[config.mk]
export PLATFORM = sky130hd
export DESIGN_NAME = dictionary_markup_stripper
export DESIGN_NICKNAME = d
export VERILOG_FILES = /design/src/rtl/dms_pkg.sv /design/src/rtl/dms_queue.sv /design/src/rtl/dms_front.sv /design/src/rtl/dms_back.sv /design/src/rtl/dictionary_markup_stripper.sv
export SDC_FILE = /design/constraint.sdc
export NUM_CORES = 1
export LEC_CHECK = 0
export BUFFER_PORTS_ARGS = -buffer_cell sky130_fd_sc_hd__buf_2
export CAP_MARGIN = 20
export CELL_PAD_IN_SITES_DETAIL_PLACEMENT = 1
export CELL_PAD_IN_SITES_GLOBAL_PLACEMENT = 1
export CORE_ASPECT_RATIO = 1.5
export CORE_MARGIN = 2
export CORE_UTILIZATION = 41
export CTS_CLUSTER_SIZE = 24
export DETAILED_ROUTE_END_ITERATION = 16
export PLACE_DENSITY_LB_ADDON = 0.1
export SYNTH_ARGS = -nofsm -noshare
export SYNTH_HDL_FRONTEND = slang
export SYNTH_SLANG_ARGS = --single-unit
[constraint.sdc]
create_clock -name i_clk -period 39.6 [get_ports i_clk]
set_input_delay 7.92 -clock i_clk [delete_from_list [all_inputs] [get_ports i_clk]]
set_output_delay 7.92 -clock i_clk [all_outputs]
set_load 0.03 [all_outputs]
[src/rtl/dms_pkg.sv]
// Types, byte codes and the head decision shared by the markup stripper modules.
`default_nettype none

package dms_pkg;

    localparam int LEN_W       = 17;
    localparam int QUEUE_DEPTH = 4;

    typedef logic [LEN_W-1:0] t_len;

    localparam logic [7:0] C_LF       = 8'h0A;
    localparam logic [7:0] C_SPC_MARK = 8'h06;
    localparam logic [7:0] C_RUN_18   = 8'h18;
    localparam logic [7:0] C_ESC      = 8'h1B;
    localparam logic [7:0] C_LEN_BIAS = 8'h3F;
    localparam logic [7:0] C_HIGH     = 8'h40;
    localparam logic [7:0] C_RUN_28   = 8'h28;
    localparam logic [7:0] C_PFX_50   = 8'h50;
    localparam logic [7:0] C_PFX_60   = 8'h60;
    localparam logic [7:0] C_DROP_14  = 8'h14;
    localparam logic [7:0] C_SUB_02   = 8'h02;
    localparam logic [7:0] C_RUN_1A   = 8'h1A;
    localparam logic [7:0] C_MAX_1A   = 8'd10;
    localparam logic [7:0] C_RS       = 8'h1E;
    localparam logic [7:0] C_US       = 8'h1F;
    localparam logic [7:0] C_SPACE    = 8'h20;
    localparam logic [3:0] MAX_OUT    = 4'd8;

    // "<br>", first character at index 0
    localparam logic [3:0][7:0] BR_TEXT = {8'h3E, 8'h72, 8'h62, 8'h3C};

    typedef struct packed {
        logic [7:0]  data_byte;
        logic [15:0] bytes_left;
    } t_in_item;

    typedef struct packed {
        logic [7:0] out_byte;
        logic       byte_valid;
        logic       end_of_definition;
    } t_out_item;

    typedef enum logic [2:0] {
        K_WAIT,
        K_NONE,
        K_BYTE,
        K_SPACE,
        K_BR
    } t_kind;

    typedef struct packed {
        t_kind kind;
        t_len  adv;
    } t_dec;

    typedef struct packed {
        logic [7:0] byte_val;
        logic [2:0] cnt;
        logic       br;
        logic       last_step;
        logic       fin;
    } t_act;

    function automatic logic [2:0] kind_cost(input t_kind k);
        logic [2:0] c;
        case (k)
            K_BR:    c = 3'd4;
            K_BYTE:  c = 3'd1;
            K_SPACE: c = 3'd1;
            default: c = 3'd0;
        endcase
        return c;
    endfunction

    function automatic t_dec decide(input logic [7:0] c, input logic [7:0] d1,
                                    input logic [7:0] d2, input logic [7:0] d3,
                                    input logic [2:0] f, input t_len r);
        t_dec res;
        t_len lc;
        t_len n1;
        t_len n2;
        t_len hi1;
        t_len hi2;
        t_len w12;
        t_len w23;
        lc  = t_len'(c) - t_len'(C_LEN_BIAS);
        n1  = t_len'(d1);
        n2  = t_len'(d2);
        hi1 = {1'b0, d1, 8'h00};
        hi2 = {1'b0, d2, 8'h00};
        w12 = {1'b0, d1, d2};
        w23 = {1'b0, d2, d3};
        res.kind = K_BYTE;
        res.adv  = t_len'(1);
        if (c == C_LF) begin
            res.kind = K_BR;
        end else if (c == C_SPC_MARK) begin
            res.kind = K_SPACE;
            if (r >= t_len'(2)) res.adv = t_len'(2);
        end else if (c >= C_HIGH && r >= t_len'(2) && f < 3'd2) begin
            res.kind = K_WAIT;
        end else if (c >= C_HIGH && r >= t_len'(2) && d1 == C_RUN_18) begin
            res.kind = K_NONE;
            if (lc <= r - t_len'(2)) res.adv = lc + t_len'(2);
        end else if (c == C_RUN_18) begin
            res.kind = K_NONE;
            if (r >= t_len'(2)) begin
                if (f < 3'd2) res.kind = K_WAIT;
                else if (n1 <= r - t_len'(2)) res.adv = n1 + t_len'(2);
            end
        end else if (c == C_RUN_28 && r >= t_len'(3)) begin
            res.kind = K_NONE;
            if (f < 3'd2) res.kind = K_WAIT;
            else if (hi1 > r - t_len'(3)) res.kind = K_NONE;
            else if (f < 3'd3) res.kind = K_WAIT;
            else if (w12 <= r - t_len'(3)) res.adv = w12 + t_len'(3);
        end else if (c == C_PFX_50 && r >= t_len'(3) && d1 == C_ESC) begin
            res.kind = K_NONE;
            if (f < 3'd3) res.kind = K_WAIT;
            else if (n2 <= r - t_len'(3)) res.adv = n2 + t_len'(3);
        end else if (c == C_PFX_60 && r >= t_len'(4) && d1 == C_ESC) begin
            res.kind = K_NONE;
            if (f < 3'd3) res.kind = K_WAIT;
            else if (hi2 > r - t_len'(4)) res.kind = K_NONE;
            else if (f < 3'd4) res.kind = K_WAIT;
            else if (w23 <= r - t_len'(4)) res.adv = w23 + t_len'(4);
        end else if (c >= C_HIGH && r >= t_len'(2) && d1 == C_ESC) begin
            res.kind = K_NONE;
            if (lc <= r - t_len'(2)) res.adv = lc + t_len'(2);
        end else if (c inside {C_RS, C_US}) begin
            res.kind = K_NONE;
        end else if (c == C_DROP_14) begin
            res.kind = K_NONE;
            if (r >= t_len'(3)) begin
                if (f < 3'd2) res.kind = K_WAIT;
                else if (d1 == C_SUB_02) res.adv = t_len'(3);
            end
        end else if (c == C_RUN_1A) begin
            res.kind = K_NONE;
            if (r >= t_len'(2)) begin
                if (f < 3'd2) res.kind = K_WAIT;
                else if (d1 <= C_MAX_1A && n1 <= r - t_len'(2)) res.adv = n1 + t_len'(2);
            end
        end
        return res;
    endfunction

endpackage

`default_nettype wire

[src/rtl/dms_queue.sv]
// Action queue between the decision front and the output back of the markup stripper.
`default_nettype none

module dms_queue #(
    parameter int DEPTH = 4
) (
    input  logic          i_clk,
    input  logic          i_rst_n,
    input  logic          i_wr,
    input  dms_pkg::t_act i_data,
    output logic          o_full,
    input  logic          i_rd,
    output dms_pkg::t_act o_data,
    output logic          o_empty
);
    import dms_pkg::*;

    localparam int AW = $clog2(DEPTH);
    localparam int CW = $clog2(DEPTH + 1);

    t_act          r_mem [DEPTH];
    logic [AW-1:0] r_wp;
    logic [AW-1:0] r_rp;
    logic [CW-1:0] r_cnt;
    logic          wr_en;
    logic          rd_en;

    assign o_full  = (r_cnt == CW'(DEPTH));
    assign o_empty = (r_cnt == '0);
    assign o_data  = r_mem[r_rp];
    assign wr_en   = i_wr && !o_full;
    assign rd_en   = i_rd && !o_empty;

    always_ff @(posedge i_clk) begin
        if (!i_rst_n) begin
            r_wp  <= '0;
            r_rp  <= '0;
            r_cnt <= '0;
        end else begin
            if (wr_en) r_wp <= (r_wp == AW'(DEPTH - 1)) ? '0 : r_wp + AW'(1);
            if (rd_en) r_rp <= (r_rp == AW'(DEPTH - 1)) ? '0 : r_rp + AW'(1);
            if (wr_en && !rd_en) r_cnt <= r_cnt + CW'(1);
            else if (rd_en && !wr_en) r_cnt <= r_cnt - CW'(1);
        end
    end

    always_ff @(posedge i_clk) begin
        if (wr_en) r_mem[r_wp] <= i_data;
    end

endmodule

`default_nettype wire

[src/rtl/dms_front.sv]
// Front: lookahead window, skip counter, one head decision a cycle unless the queue is full.
`default_nettype none

module dms_front (
    input  logic              i_clk,
    input  logic              i_rst_n,
    input  logic              i_push,
    input  dms_pkg::t_in_item i_item,
    output logic              o_full,
    input  logic              i_qfull,
    output logic              o_qpush,
    output dms_pkg::t_act     o_act
);
    import dms_pkg::*;

    typedef enum logic {
        S_ACCEPT,
        S_DRAIN
    } t_state;

    t_state          r_state, n_state;
    logic [2:0][7:0] r_win, n_win;
    logic [1:0]      r_fill, n_fill;
    t_len            r_hr, n_hr;
    t_len            r_skip, n_skip;
    logic [3:0]      r_n, n_n;
    logic            r_last, n_last;

    logic [15:0]     bl;
    logic            last_in;
    logic [3:0][7:0] w;
    logic [3:0][7:0] sh1;
    logic [3:0][7:0] sh2;
    logic [3:0][7:0] sh3;
    logic [3:0][7:0] shk;
    logic [2:0]      f;
    t_len            r;
    logic            last;
    logic [3:0]      n;
    logic            go_acc;
    logic            go_run;
    logic            go;
    logic            skipping;
    t_dec            d0;
    t_dec            da;
    t_dec            db;
    t_dec            dc;
    t_dec            d1;
    logic [2:0]      cost0;
    logic [2:0]      e0;
    logic [2:0]      c1;
    logic [3:0]      room;
    logic            gone;
    logic [1:0]      k;
    logic            cont;
    logic            fin;

    always_comb begin
        bl      = (i_item.bytes_left == 16'd0) ? 16'd1 : i_item.bytes_left;
        last_in = (i_item.bytes_left <= 16'd1);
        w       = {8'h00, r_win};
        if (r_state == S_ACCEPT) begin
            w[r_fill] = i_item.data_byte;
            f         = {1'b0, r_fill} + 3'd1;
            r         = t_len'(bl) + t_len'(r_fill);
            last      = last_in;
            n         = 4'd0;
        end else begin
            f    = {1'b0, r_fill};
            r    = r_hr;
            last = r_last;
            n    = r_n;
        end

        skipping = (r_skip != '0);
        go_acc   = (r_state == S_ACCEPT) && i_push && !i_qfull;
        go_run   = (r_state == S_DRAIN) && !i_qfull;
        go       = go_acc || go_run;

        sh1 = {8'h00, w[3:1]};
        sh2 = {16'h0000, w[3:2]};
        sh3 = {24'h000000, w[3]};

        d0 = decide(w[0], w[1], w[2], w[3], f, r);
        da = decide(sh1[0], sh1[1], sh1[2], sh1[3], f - 3'd1, r - t_len'(1));
        db = decide(sh2[0], sh2[1], sh2[2], sh2[3], f - 3'd2, r - t_len'(2));
        dc = decide(sh3[0], sh3[1], sh3[2], sh3[3], f - 3'd3, r - t_len'(3));

        gone = (d0.adv >= t_len'(f));
        k    = d0.adv[1:0];
        case (k)
            2'd2: begin
                d1  = db;
                shk = sh2;
            end
            2'd3: begin
                d1  = dc;
                shk = sh3;
            end
            default: begin
                d1  = da;
                shk = sh1;
            end
        endcase

        cost0 = kind_cost(d0.kind);
        room  = MAX_OUT - n;
        e0    = (last && ({1'b0, cost0} > room)) ? room[2:0] : cost0;
        c1    = kind_cost(d1.kind);
        cont  = !gone && (d1.kind != K_WAIT)
                && (last || (({1'b0, n} + 5'(e0) + 5'(c1)) <= 5'(MAX_OUT)));
        fin   = last && !cont;

        o_full  = (r_state != S_ACCEPT) || i_qfull;
        o_qpush = 1'b0;
        o_act   = '{byte_val: (d0.kind == K_SPACE) ? C_SPACE : w[0],
                    cnt: e0, br: (d0.kind == K_BR), last_step: last, fin: fin};

        n_state = r_state;
        n_win   = r_win;
        n_fill  = r_fill;
        n_hr    = r_hr;
        n_skip  = r_skip;
        n_n     = r_n;
        n_last  = r_last;

        if (go_acc && skipping) begin
            o_qpush = last_in;
            o_act   = '{byte_val: 8'h00, cnt: 3'd0, br: 1'b0, last_step: 1'b1, fin: 1'b1};
            n_skip  = r_skip - t_len'(1);
            if (last_in) begin
                n_skip = '0;
                n_win  = '0;
                n_fill = '0;
                n_hr   = '0;
            end
        end else if (go) begin
            if (d0.kind == K_WAIT) begin
                // hold the window until the next byte arrives
                n_win   = w[2:0];
                n_fill  = f[1:0];
                n_hr    = r;
                n_state = S_ACCEPT;
            end else begin
                o_qpush = (e0 != 3'd0) || fin;
                if (fin) begin
                    n_win   = '0;
                    n_fill  = '0;
                    n_hr    = '0;
                    n_skip  = '0;
                    n_n     = '0;
                    n_last  = 1'b0;
                    n_state = S_ACCEPT;
                end else begin
                    if (gone) begin
                        n_skip = d0.adv - t_len'(f);
                        n_win  = '0;
                        n_fill = '0;
                        n_hr   = '0;
                    end else begin
                        n_win  = shk[2:0];
                        n_fill = f[1:0] - k;
                        n_hr   = r - t_len'(k);
                    end
                    n_n     = n + {1'b0, e0};
                    n_last  = last;
                    n_state = cont ? S_DRAIN : S_ACCEPT;
                end
            end
        end
    end

    always_ff @(posedge i_clk) begin
        if (!i_rst_n) begin
            r_state <= S_ACCEPT;
            r_win   <= '0;
            r_fill  <= '0;
            r_hr    <= '0;
            r_skip  <= '0;
            r_n     <= '0;
            r_last  <= 1'b0;
        end else begin
            r_state <= n_state;
            r_win   <= n_win;
            r_fill  <= n_fill;
            r_hr    <= n_hr;
            r_skip  <= n_skip;
            r_n     <= n_n;
            r_last  <= n_last;
        end
    end

endmodule

`default_nettype wire

[src/rtl/dms_back.sv]
// Back of the markup stripper: expands queued actions into output items and marks the end.
`default_nettype none

module dms_back (
    input  logic               i_clk,
    input  logic               i_rst_n,
    input  dms_pkg::t_act      i_act,
    input  logic               i_act_valid,
    output logic               o_act_rd,
    output logic               o_empty,
    input  logic               i_pop,
    output dms_pkg::t_out_item o_item
);
    import dms_pkg::*;

    logic [2:0] r_idx;
    logic [7:0] r_hold;
    logic       r_hold_v;
    logic       r_ov;
    t_out_item  r_out;

    logic       is_byte;
    logic [7:0] tok_byte;
    logic       ends_entry;
    logic       needs_out;
    logic       out_free;
    logic       fire;
    t_out_item  new_out;

    always_comb begin
        is_byte    = (r_idx < i_act.cnt);
        tok_byte   = i_act.br ? BR_TEXT[r_idx[1:0]] : i_act.byte_val;
        ends_entry = is_byte ? (((r_idx + 3'd1) == i_act.cnt) && !i_act.fin) : 1'b1;
        needs_out  = !is_byte || !i_act.last_step || r_hold_v;
        out_free   = !r_ov || i_pop;
        fire       = i_act_valid && (!needs_out || out_free);
        if (!is_byte) begin
            new_out = '{out_byte: r_hold_v ? r_hold : 8'h00, byte_valid: r_hold_v,
                        end_of_definition: 1'b1};
        end else if (!i_act.last_step) begin
            new_out = '{out_byte: tok_byte, byte_valid: 1'b1, end_of_definition: 1'b0};
        end else begin
            new_out = '{out_byte: r_hold, byte_valid: 1'b1, end_of_definition: 1'b0};
        end
    end

    assign o_act_rd = fire && ends_entry;
    assign o_empty  = !r_ov;
    assign o_item   = r_out;

    always_ff @(posedge i_clk) begin
        if (!i_rst_n) begin
            r_idx    <= '0;
            r_hold_v <= 1'b0;
            r_ov     <= 1'b0;
        end else begin
            if (fire) begin
                r_idx <= ends_entry ? 3'd0 : r_idx + 3'd1;
                if (!is_byte) begin
                    r_hold_v <= 1'b0;
                end else if (i_act.last_step) begin
                    r_hold_v <= 1'b1;
                end
            end
            if (fire && needs_out) begin
                r_ov <= 1'b1;
            end else if (i_pop) begin
                r_ov <= 1'b0;
            end
        end
    end

    always_ff @(posedge i_clk) begin
        if (fire && is_byte && i_act.last_step) r_hold <= tok_byte;
        if (fire && needs_out) r_out <= new_out;
    end

endmodule

`default_nettype wire

[src/rtl/dictionary_markup_stripper.sv]
// Top level of the dictionary markup stripper: front, action queue and back.
//
// Input channel: one definition byte with its count of bytes left per item,
// taken at a clock edge with push high and full low. A count of one (or zero)
// marks the last byte of a definition.
// Output channel: cleaned bytes, "<br>" expansions and end markers, shown while
// empty is low and taken at a clock edge with pop high.
// An ordinary byte is written into the action queue when it is taken and then
// into the output register, from which it can be popped. Bytes of a
// definition's last step wait in a hold register so the final item carries
// the end flag; a definition that ends with no byte yields one bare end marker.
// Throughput: one item per cycle for plain text while pop keeps up. The front
// decides one head byte per cycle, so a step that decides several head bytes
// (a marker whose lookahead has just arrived, or held bytes released at once)
// holds full high while it makes the extra decisions. A "<br>" is four items.
// The four-entry action queue lets the front keep taking items while the
// receiver stalls; full rises once it fills.
// Reset clears the window, the skip counter, the action queue and the output
// valid flag; full is low and empty is high in the cycle after reset.
`default_nettype none

module dictionary_markup_stripper (
    input  logic               i_clk,
    input  logic               i_rst_n,
    input  logic               push,
    output logic               full,
    input  dms_pkg::t_in_item  i_data,
    output logic               empty,
    input  logic               pop,
    output dms_pkg::t_out_item o_data
);
    import dms_pkg::*;

    logic q_push;
    logic q_full;
    logic q_empty;
    logic q_rd;
    t_act f_act;
    t_act q_act;

    dms_front u_front (
        .i_clk   (i_clk),
        .i_rst_n (i_rst_n),
        .i_push  (push),
        .i_item  (i_data),
        .o_full  (full),
        .i_qfull (q_full),
        .o_qpush (q_push),
        .o_act   (f_act)
    );

    dms_queue #(
        .DEPTH (QUEUE_DEPTH)
    ) u_queue (
        .i_clk   (i_clk),
        .i_rst_n (i_rst_n),
        .i_wr    (q_push),
        .i_data  (f_act),
        .o_full  (q_full),
        .i_rd    (q_rd),
        .o_data  (q_act),
        .o_empty (q_empty)
    );

    dms_back u_back (
        .i_clk       (i_clk),
        .i_rst_n     (i_rst_n),
        .i_act       (q_act),
        .i_act_valid (!q_empty),
        .o_act_rd    (q_rd),
        .o_empty     (empty),
        .i_pop       (pop),
        .o_item      (o_data)
    );

endmodule

`default_nettype wire

**Word level (Yosys, flattened, before mapping)**

Memory sizes are Yosys's and may differ from the RTL's. A register that Yosys moved wholly into a read port is not among the register bits.
Cells that the tools add are included.

- Register bits after elaboration: 96
- Memory bits (writable): 56
- Input port bits: 28
- Output and inout port bits: 12
- Word-level logic and storage cells: 503
- Memories kept: 1

Memory list:

| name | depth | width | read ports | clocked after memory_dff | wr ports | line | source |
|---|---|---|---|---|---|---|---|
| u_queue.r_mem | 4 | 14 | 1 | 1 | 1 | dms_queue.sv:21 | `t_act r_mem [DEPTH];` |

- $add $sub $neg: 46
- Magnitude comparators: 61
- Eq/ne operators: 59
- Muxes and demuxes: 222
- Bitwise logic cells: 3
- Reductions and logical operators: 92

Operators by type and width:

| operator | count |
|---|---|
| $mux W17 | 73 |
| $mux W20 | 37 |
| $eq A8 B5 Y1 const B | 23 |
| $mux W24 | 6 |
| $ge A17 B2 Y1 const B | 8 |
| $sub A17 B2 Y17 const B | 8 |
| $mux W3 | 35 |
| $gt A16 B17 Y1 | 5 |
| $le A16 B17 Y1 | 5 |
| $le A8 B17 Y1 | 5 |
| $mux W18 | 4 |
| $le A1 B17 Y1 const A | 4 |
| $logic_and A1 B1 Y1 | 52 |
| $add A16 B2 Y17 const B | 3 |
| $add A17 B2 Y17 const B | 3 |
| $ge A17 B3 Y1 const B | 3 |
| $le A17 B17 Y1 | 3 |
| $sub A17 B3 Y17 const B | 3 |
| $eq A8 B7 Y1 const B | 6 |
| $pmux W24 S2 | 1 |
| $add A8 B2 Y9 const B | 5 |
| $mux W2 | 22 |
| $mux W8 | 5 |
| $pmux W20 S2 | 1 |
| other kinds (58) | 163 |

**Longest topological paths before layout**

- Word-level depth: 45
- Gate-level depth with buffers: 54
- Gate-level depth less buffers: 46

**Hierarchy**

A second synthesis with hierarchy kept.

- Cell total of the unflattened synthesis: 2309
- Area total of the unflattened synthesis: 18489.0 um^2

Modules (own cells, without submodules):

| module | instances | cells each | area each (um^2) | seq. area each (um^2) |
|---|---|---|---|---|
| dms_front | 1 | 2088 | 14786.7 | 1321.3 |
| dms_queue | 1 | 124 | 2513.7 | 1861.8 |
| dms_back | 1 | 96 | 1184.9 | 640.6 |
| dictionary_markup_stripper | 1 | 1 | 3.8 | 0.0 |

**Worst setup path after synthesis**

Ideal clock, no wire load.

- Path type: input to register
- Start point: in i_data[10] (netlist name)
- End point: reg u_queue.r_cnt[2]
- Library setup time: 0.071 ns
- Data arrival time: 17.880 ns
- Required time: 39.529 ns
- Path slack: 21.650 ns
- Cell stages on the path: 51
- Path buffers: 8
- Path through: clkbuf_1 > nor4_1 > nand4_1 > nand2b_1 > ha_1 > fa_1 > buf_2 > xor2_1 > mux2i_2 > ha_1 > buf_1 > nor2b_1 > a22o_1 > nand3_1 > buf_2 > nor4_1 > xnor2_1 > inv_1 > (+15 left out) > buf_1 > ha_1 > a21o_1 > a21oi_1 > o21ai_0 > o21ai_0 > nand2_1 > or3_1 > buf_2 > nor2_1 > o21a_1 > inv_2 > ha_1 > inv_1 > fa_1 > xor2_1 > or3_1 > a21oi_1

- Word-level cells in the longest chain between the ends: 41
- Elaborated cells between the ends (all ways): 196
- Classes of those cells: add/sub: 12; order compare: 27; eq/ne: 8; mux: 99; reduce/logical: 50

Ends and longest elaborated chain:

| what | line | source |
|---|---|---|
| from (decl) | dictionary_markup_stripper.sv:27 | `input dms_pkg::t_in_item i_data,` |
| parallel branches: the longest is 36 deep, another holds $add A16 B2 Y17 | n/a |  |
| $mux W1 (*) | dms_front.sv:127 | `if (go_acc && skipping) begin` |
| $logic_and A1 B1 Y1 (*) | dms_queue.sv:31 | `assign wr_en = i_wr && !o_full;` |
| named net u_queue.wr_en | dms_queue.sv:25 | `logic wr_en;` |
| $logic_not A1 Y1 | dms_queue.sv:43 | `else if (rd_en && !wr_en) r_cnt <= r_cnt - CW'(1);` |
| $logic_and A1 B1 Y1 | dms_queue.sv:43 |  |
| $reduce_bool A2 Y1 (no source line) | n/a |  |
| to (signal assigned) | dms_queue.sv:42 | `if (wr_en && !rd_en) r_cnt <= r_cnt + CW'(1);` |
| to (signal assigned) | dms_queue.sv:43 |  |
| to (decl) | dms_queue.sv:24 | `logic [CW-1:0] r_cnt;` |

Mark *: on every way through the listed nets, which the timed path passes.
A chain may end at the register's enable or synchronous reset.

**Final worst setup path**

Ends and elaborated chain as after synthesis.

==> results.txt <==
Fin. Hold Viols: 0
Setup TNS Final: 0 ns
Met3 Wirelength: 4.63 mm
Post-Syn Nets: 2382
antenna cells: 0
Mapped Cells: 2190
register area share after synthesis: 21.9%
Routed WL: 87.4 mm
most frequent cell after synthesis: nand2_1
Avg Vias per Cell: 6.57
FF/Latch Area: 3820 um^2
Cell Area, Synth: 17500 um^2
final setup violating endpoints: 0
Overall Global Routing Usage: 39.6%
Final Cycle Share: 51.7%
FF-to-FF path depth: 43
Final Power: 1.19 mW
peak supply drop: 0.0000298 V
Post-synth top flop: dfxtp_1
die area: 44300 um^2
core area: 42000 um^2
first-pass GRT wire length: 127 mm
crit path DAT: 20.87 ns
clock power share: 14.5%
min Tclk post-route: 20.49 ns
Comb pwr share: 66.4%
syn_area_per_cell: 7.97 um^2
CP Class: input port to flip-flop
Port-buffer cells: 39
postcts setup bufs: 0
initial cell density of the core: 41.6%
post-CTS sizing: 0
Synth-to-Final Area Change: 9.29%
CTS Hold Bufs: 0
CTS Sinks: 154
remaining antenna violation count: 0
hold path start: u_front.r_hr[6]$_SDFFE_PN0P_
Int Power: 0.545 mW
r2r setup slk: 27.10 ns
DRC viols: 0
DR WL/cell: 31.1 um
Critical R2R Launch: u_front.r_fill[1]$_SDFFE_PN0P_
slowest cell on the critical path: mux2i_2
Reg2Reg Capture Point: u_queue.r_cnt[2]$_SDFFE_PN0P_
EDFF count, synth: 74
sw frac: 54.3%
Power Dens Cells: 62.5 nW/um^2
clock-pin slew on the worst setup and hold paths: 0.07 ns
Metal-1 WL: 29.1 mm
Hold Crit Depth: 2
Peak Freq: 0.0488 GHz
vias in the first global route: 19335
DRT Pass-1 Iters: 8
number of cell rows: 92
Highest Signal Layer: met4
HPWL after DPL: 69.8 mm
YS warnings: 0
Layout Skew: 0.0199 ns
I/O pin count: 40
RSZ-0062 raised after global routing: no
#FFs+latches synth: 154
CP max stage delay: 0.65 ns
Req. time, crit path: 39.98 ns
H-tree depth: 4
via count: 18420
leakage: 7.20 nW
clk_lat worst skew: 0.47 ns
Max Slew Vio Count: 0
initial antenna violation count: 0
status: complete, no violations
Tightest Hold Check Type: flip-flop to flip-flop
gp weighted congestion: 1.08
most frequent cell on the critical path: ha_1
DR iter-0 viols: 1168
largest net degree at the start of global routing: 44
Setup crit start kind: input port
Nets: 2420
Psw: 0.647 mW
commonest cells in the netlist: nand2_1 (226), nor2_1 (193), ha_1 (156)
area leader, netlist: edfxtp_1
relative slew slack: 24.8%
Synth top area share: 12.7%
total of max-cap violations: 0
Synth cell types: 110
GRT overflow: 0
share of cells above drive strength 1: 9.86%
multi-input logic area: 12800 um^2
Sequential Power Share: 19.2%
Root Driver: clkbuf_16
CP endpoint kind: flip-flop
CTS tree: built
DIE WIDTH: 172 um
die height: 257 um
synth top area cells: edfxtp_1 (13%), ha_1 (11%), dfxtp_1 (9.2%)
Fill cells: 5169
CTS buffer count: 17
asr flop ratio synth: 0%
CP max FO: 15
worst slew pin tran: 1.12 ns
met2 wire length: 42.4 mm
clk buf depth: 2
hold path endpoint: u_front.r_hr[6]$_SDFFE_PN0P_
## power by group through the flow
stage               sequential [mW]  combinational [mW]  clock, mW
global route                  0.232               0.844      0.179
finish                        0.229               0.791      0.173
CTS                           0.229               0.771      0.174
floorplan                     0.232               0.484          0
detailed placement            0.232               0.767          0
global placement              0.230               0.750          0
## cells by family after synthesis
group,synth area share (%)
buffers and inverters,4.59
adders and majority gates,12.1
DFF,21.9
xor gates and xnor gates,8.43
AOI/OAI and AO/OA,21.6
muxes,4.90
and+or+nand+nor,26.5
## how the worst max path moves through the flow
stage / startpoint / to / slack [ns]
global placement: i_data[4] / u_queue.r_cnt[2]$_SDFFE_PN0P_ / 19.32
floorplan: i_data[10] / u_queue.r_cnt[2]$_SDFFE_PN0P_ / 21.65
CTS: i_data[10] / u_queue.r_cnt[2]$_SDFFE_PN0P_ / 19.27
global route: i_data[10] / u_queue.r_cnt[2]$_SDFFE_PN0P_ / 18.32
detailed placement: i_data[10] / u_queue.r_cnt[2]$_SDFFE_PN0P_ / 18.84
finish: i_data[10] / u_queue.r_cnt[2]$_SDFFE_PN0P_ / 19.11
## critical path, delay by kind of cell
| kind | cells | cell delay [ns] |
|---|---|---|
| and+or+nand+nor | 16 | 5.65 |
| AOI/OAI and AO/OA | 11 | 2.87 |
| adders and majority gates | 7 | 2.21 |
| muxes | 3 | 0.98 |
| buffers and inverters | 6 | 0.66 |
| xor gates and xnor gates | 3 | 0.54 |
## cell usage in the layout, fill, tap and decap left out, types with 11 or more instances in the layout
master,n
nor2b_1,34
a21o_1,15
or4_1,11
nand2_1,226
edfxtp_1,74
o21a_1,15
a31oi_1,23
nor3_1,73
ha_1,156
or3_1,21
a22oi_1,13
a22o_1,11
nor4_1,38
mux4_2,14
and2_1,37
mux2_2,12
o31ai_1,26
a21oi_1,140
a211oi_1,15
o211ai_1,17
xnor2_1,131
inv_1,97
nand4_1,55
and3_1,28
o221ai_1,19
o22ai_1,16
buf_4,68
clkbuf_16,17
o21ai_0,83
xor2_1,37
nor2_1,193
mux2i_1,38
and4_1,16
buf_2,40
o21ai_1,16
dfxtp_1,79
nand3_1,81
nand2b_1,30
## flip-flops by register name, indices dropped and copies added, names as in the netlist, named ones only
| name | flops |
|---|---|
| u_queue.r_mem | 56 |
| u_front.r_win | 24 |
| u_front.r_hr | 17 |
| u_front.r_skip | 17 |
| u_back.o_item | 10 |
| u_back.r_hold | 8 |
| u_front.r_n | 4 |
| u_back.r_idx | 3 |
| u_queue.r_cnt | 3 |
| u_front.r_fill | 2 |
| u_queue.r_rp | 2 |
| u_queue.r_wp | 2 |
| u_back.r_hold_v | 1 |
| u_back.r_ov | 1 |
| u_front.r_last | 1 |
| u_front.r_state | 1 |
## final cells by class
cell class / count / area share, %
flip-flops and latches: 154 / 20.0
inverters: 105 / 2.07
repair buffers: 108 / 3.72
clock inverters: 15 / 0.931
well taps: 564 / 3.70
multi-input cells: 1842 / 67.3
clock buffers: 17 / 2.23
## routing by layer
layer / track usage (%) / vias to the layer above
li1: - / 8243
met5: 0 / -
met4: 41.3 / 0
met1: 37.5 / 9073
met3: 8.16 / 409
met2: 67.7 / 695
## stage by stage
stage	std cells	worst slack, ns	utilization [%]	hold slack [ns]	cell area (um^2)
after global routing	2805	18.32	45.4	0.481	19100
after CTS	2803	19.27	45.4	0.454	19100
after global placement	2770	19.32	43.9	0.429	18500
after floorplan	2190	21.65	-	0.420	17500
final	2805	19.11	45.4	0.451	19100
after detailed placement	2771	18.84	43.9	0.440	18500
Note: power is estimated with default switching activity, not from simulation.
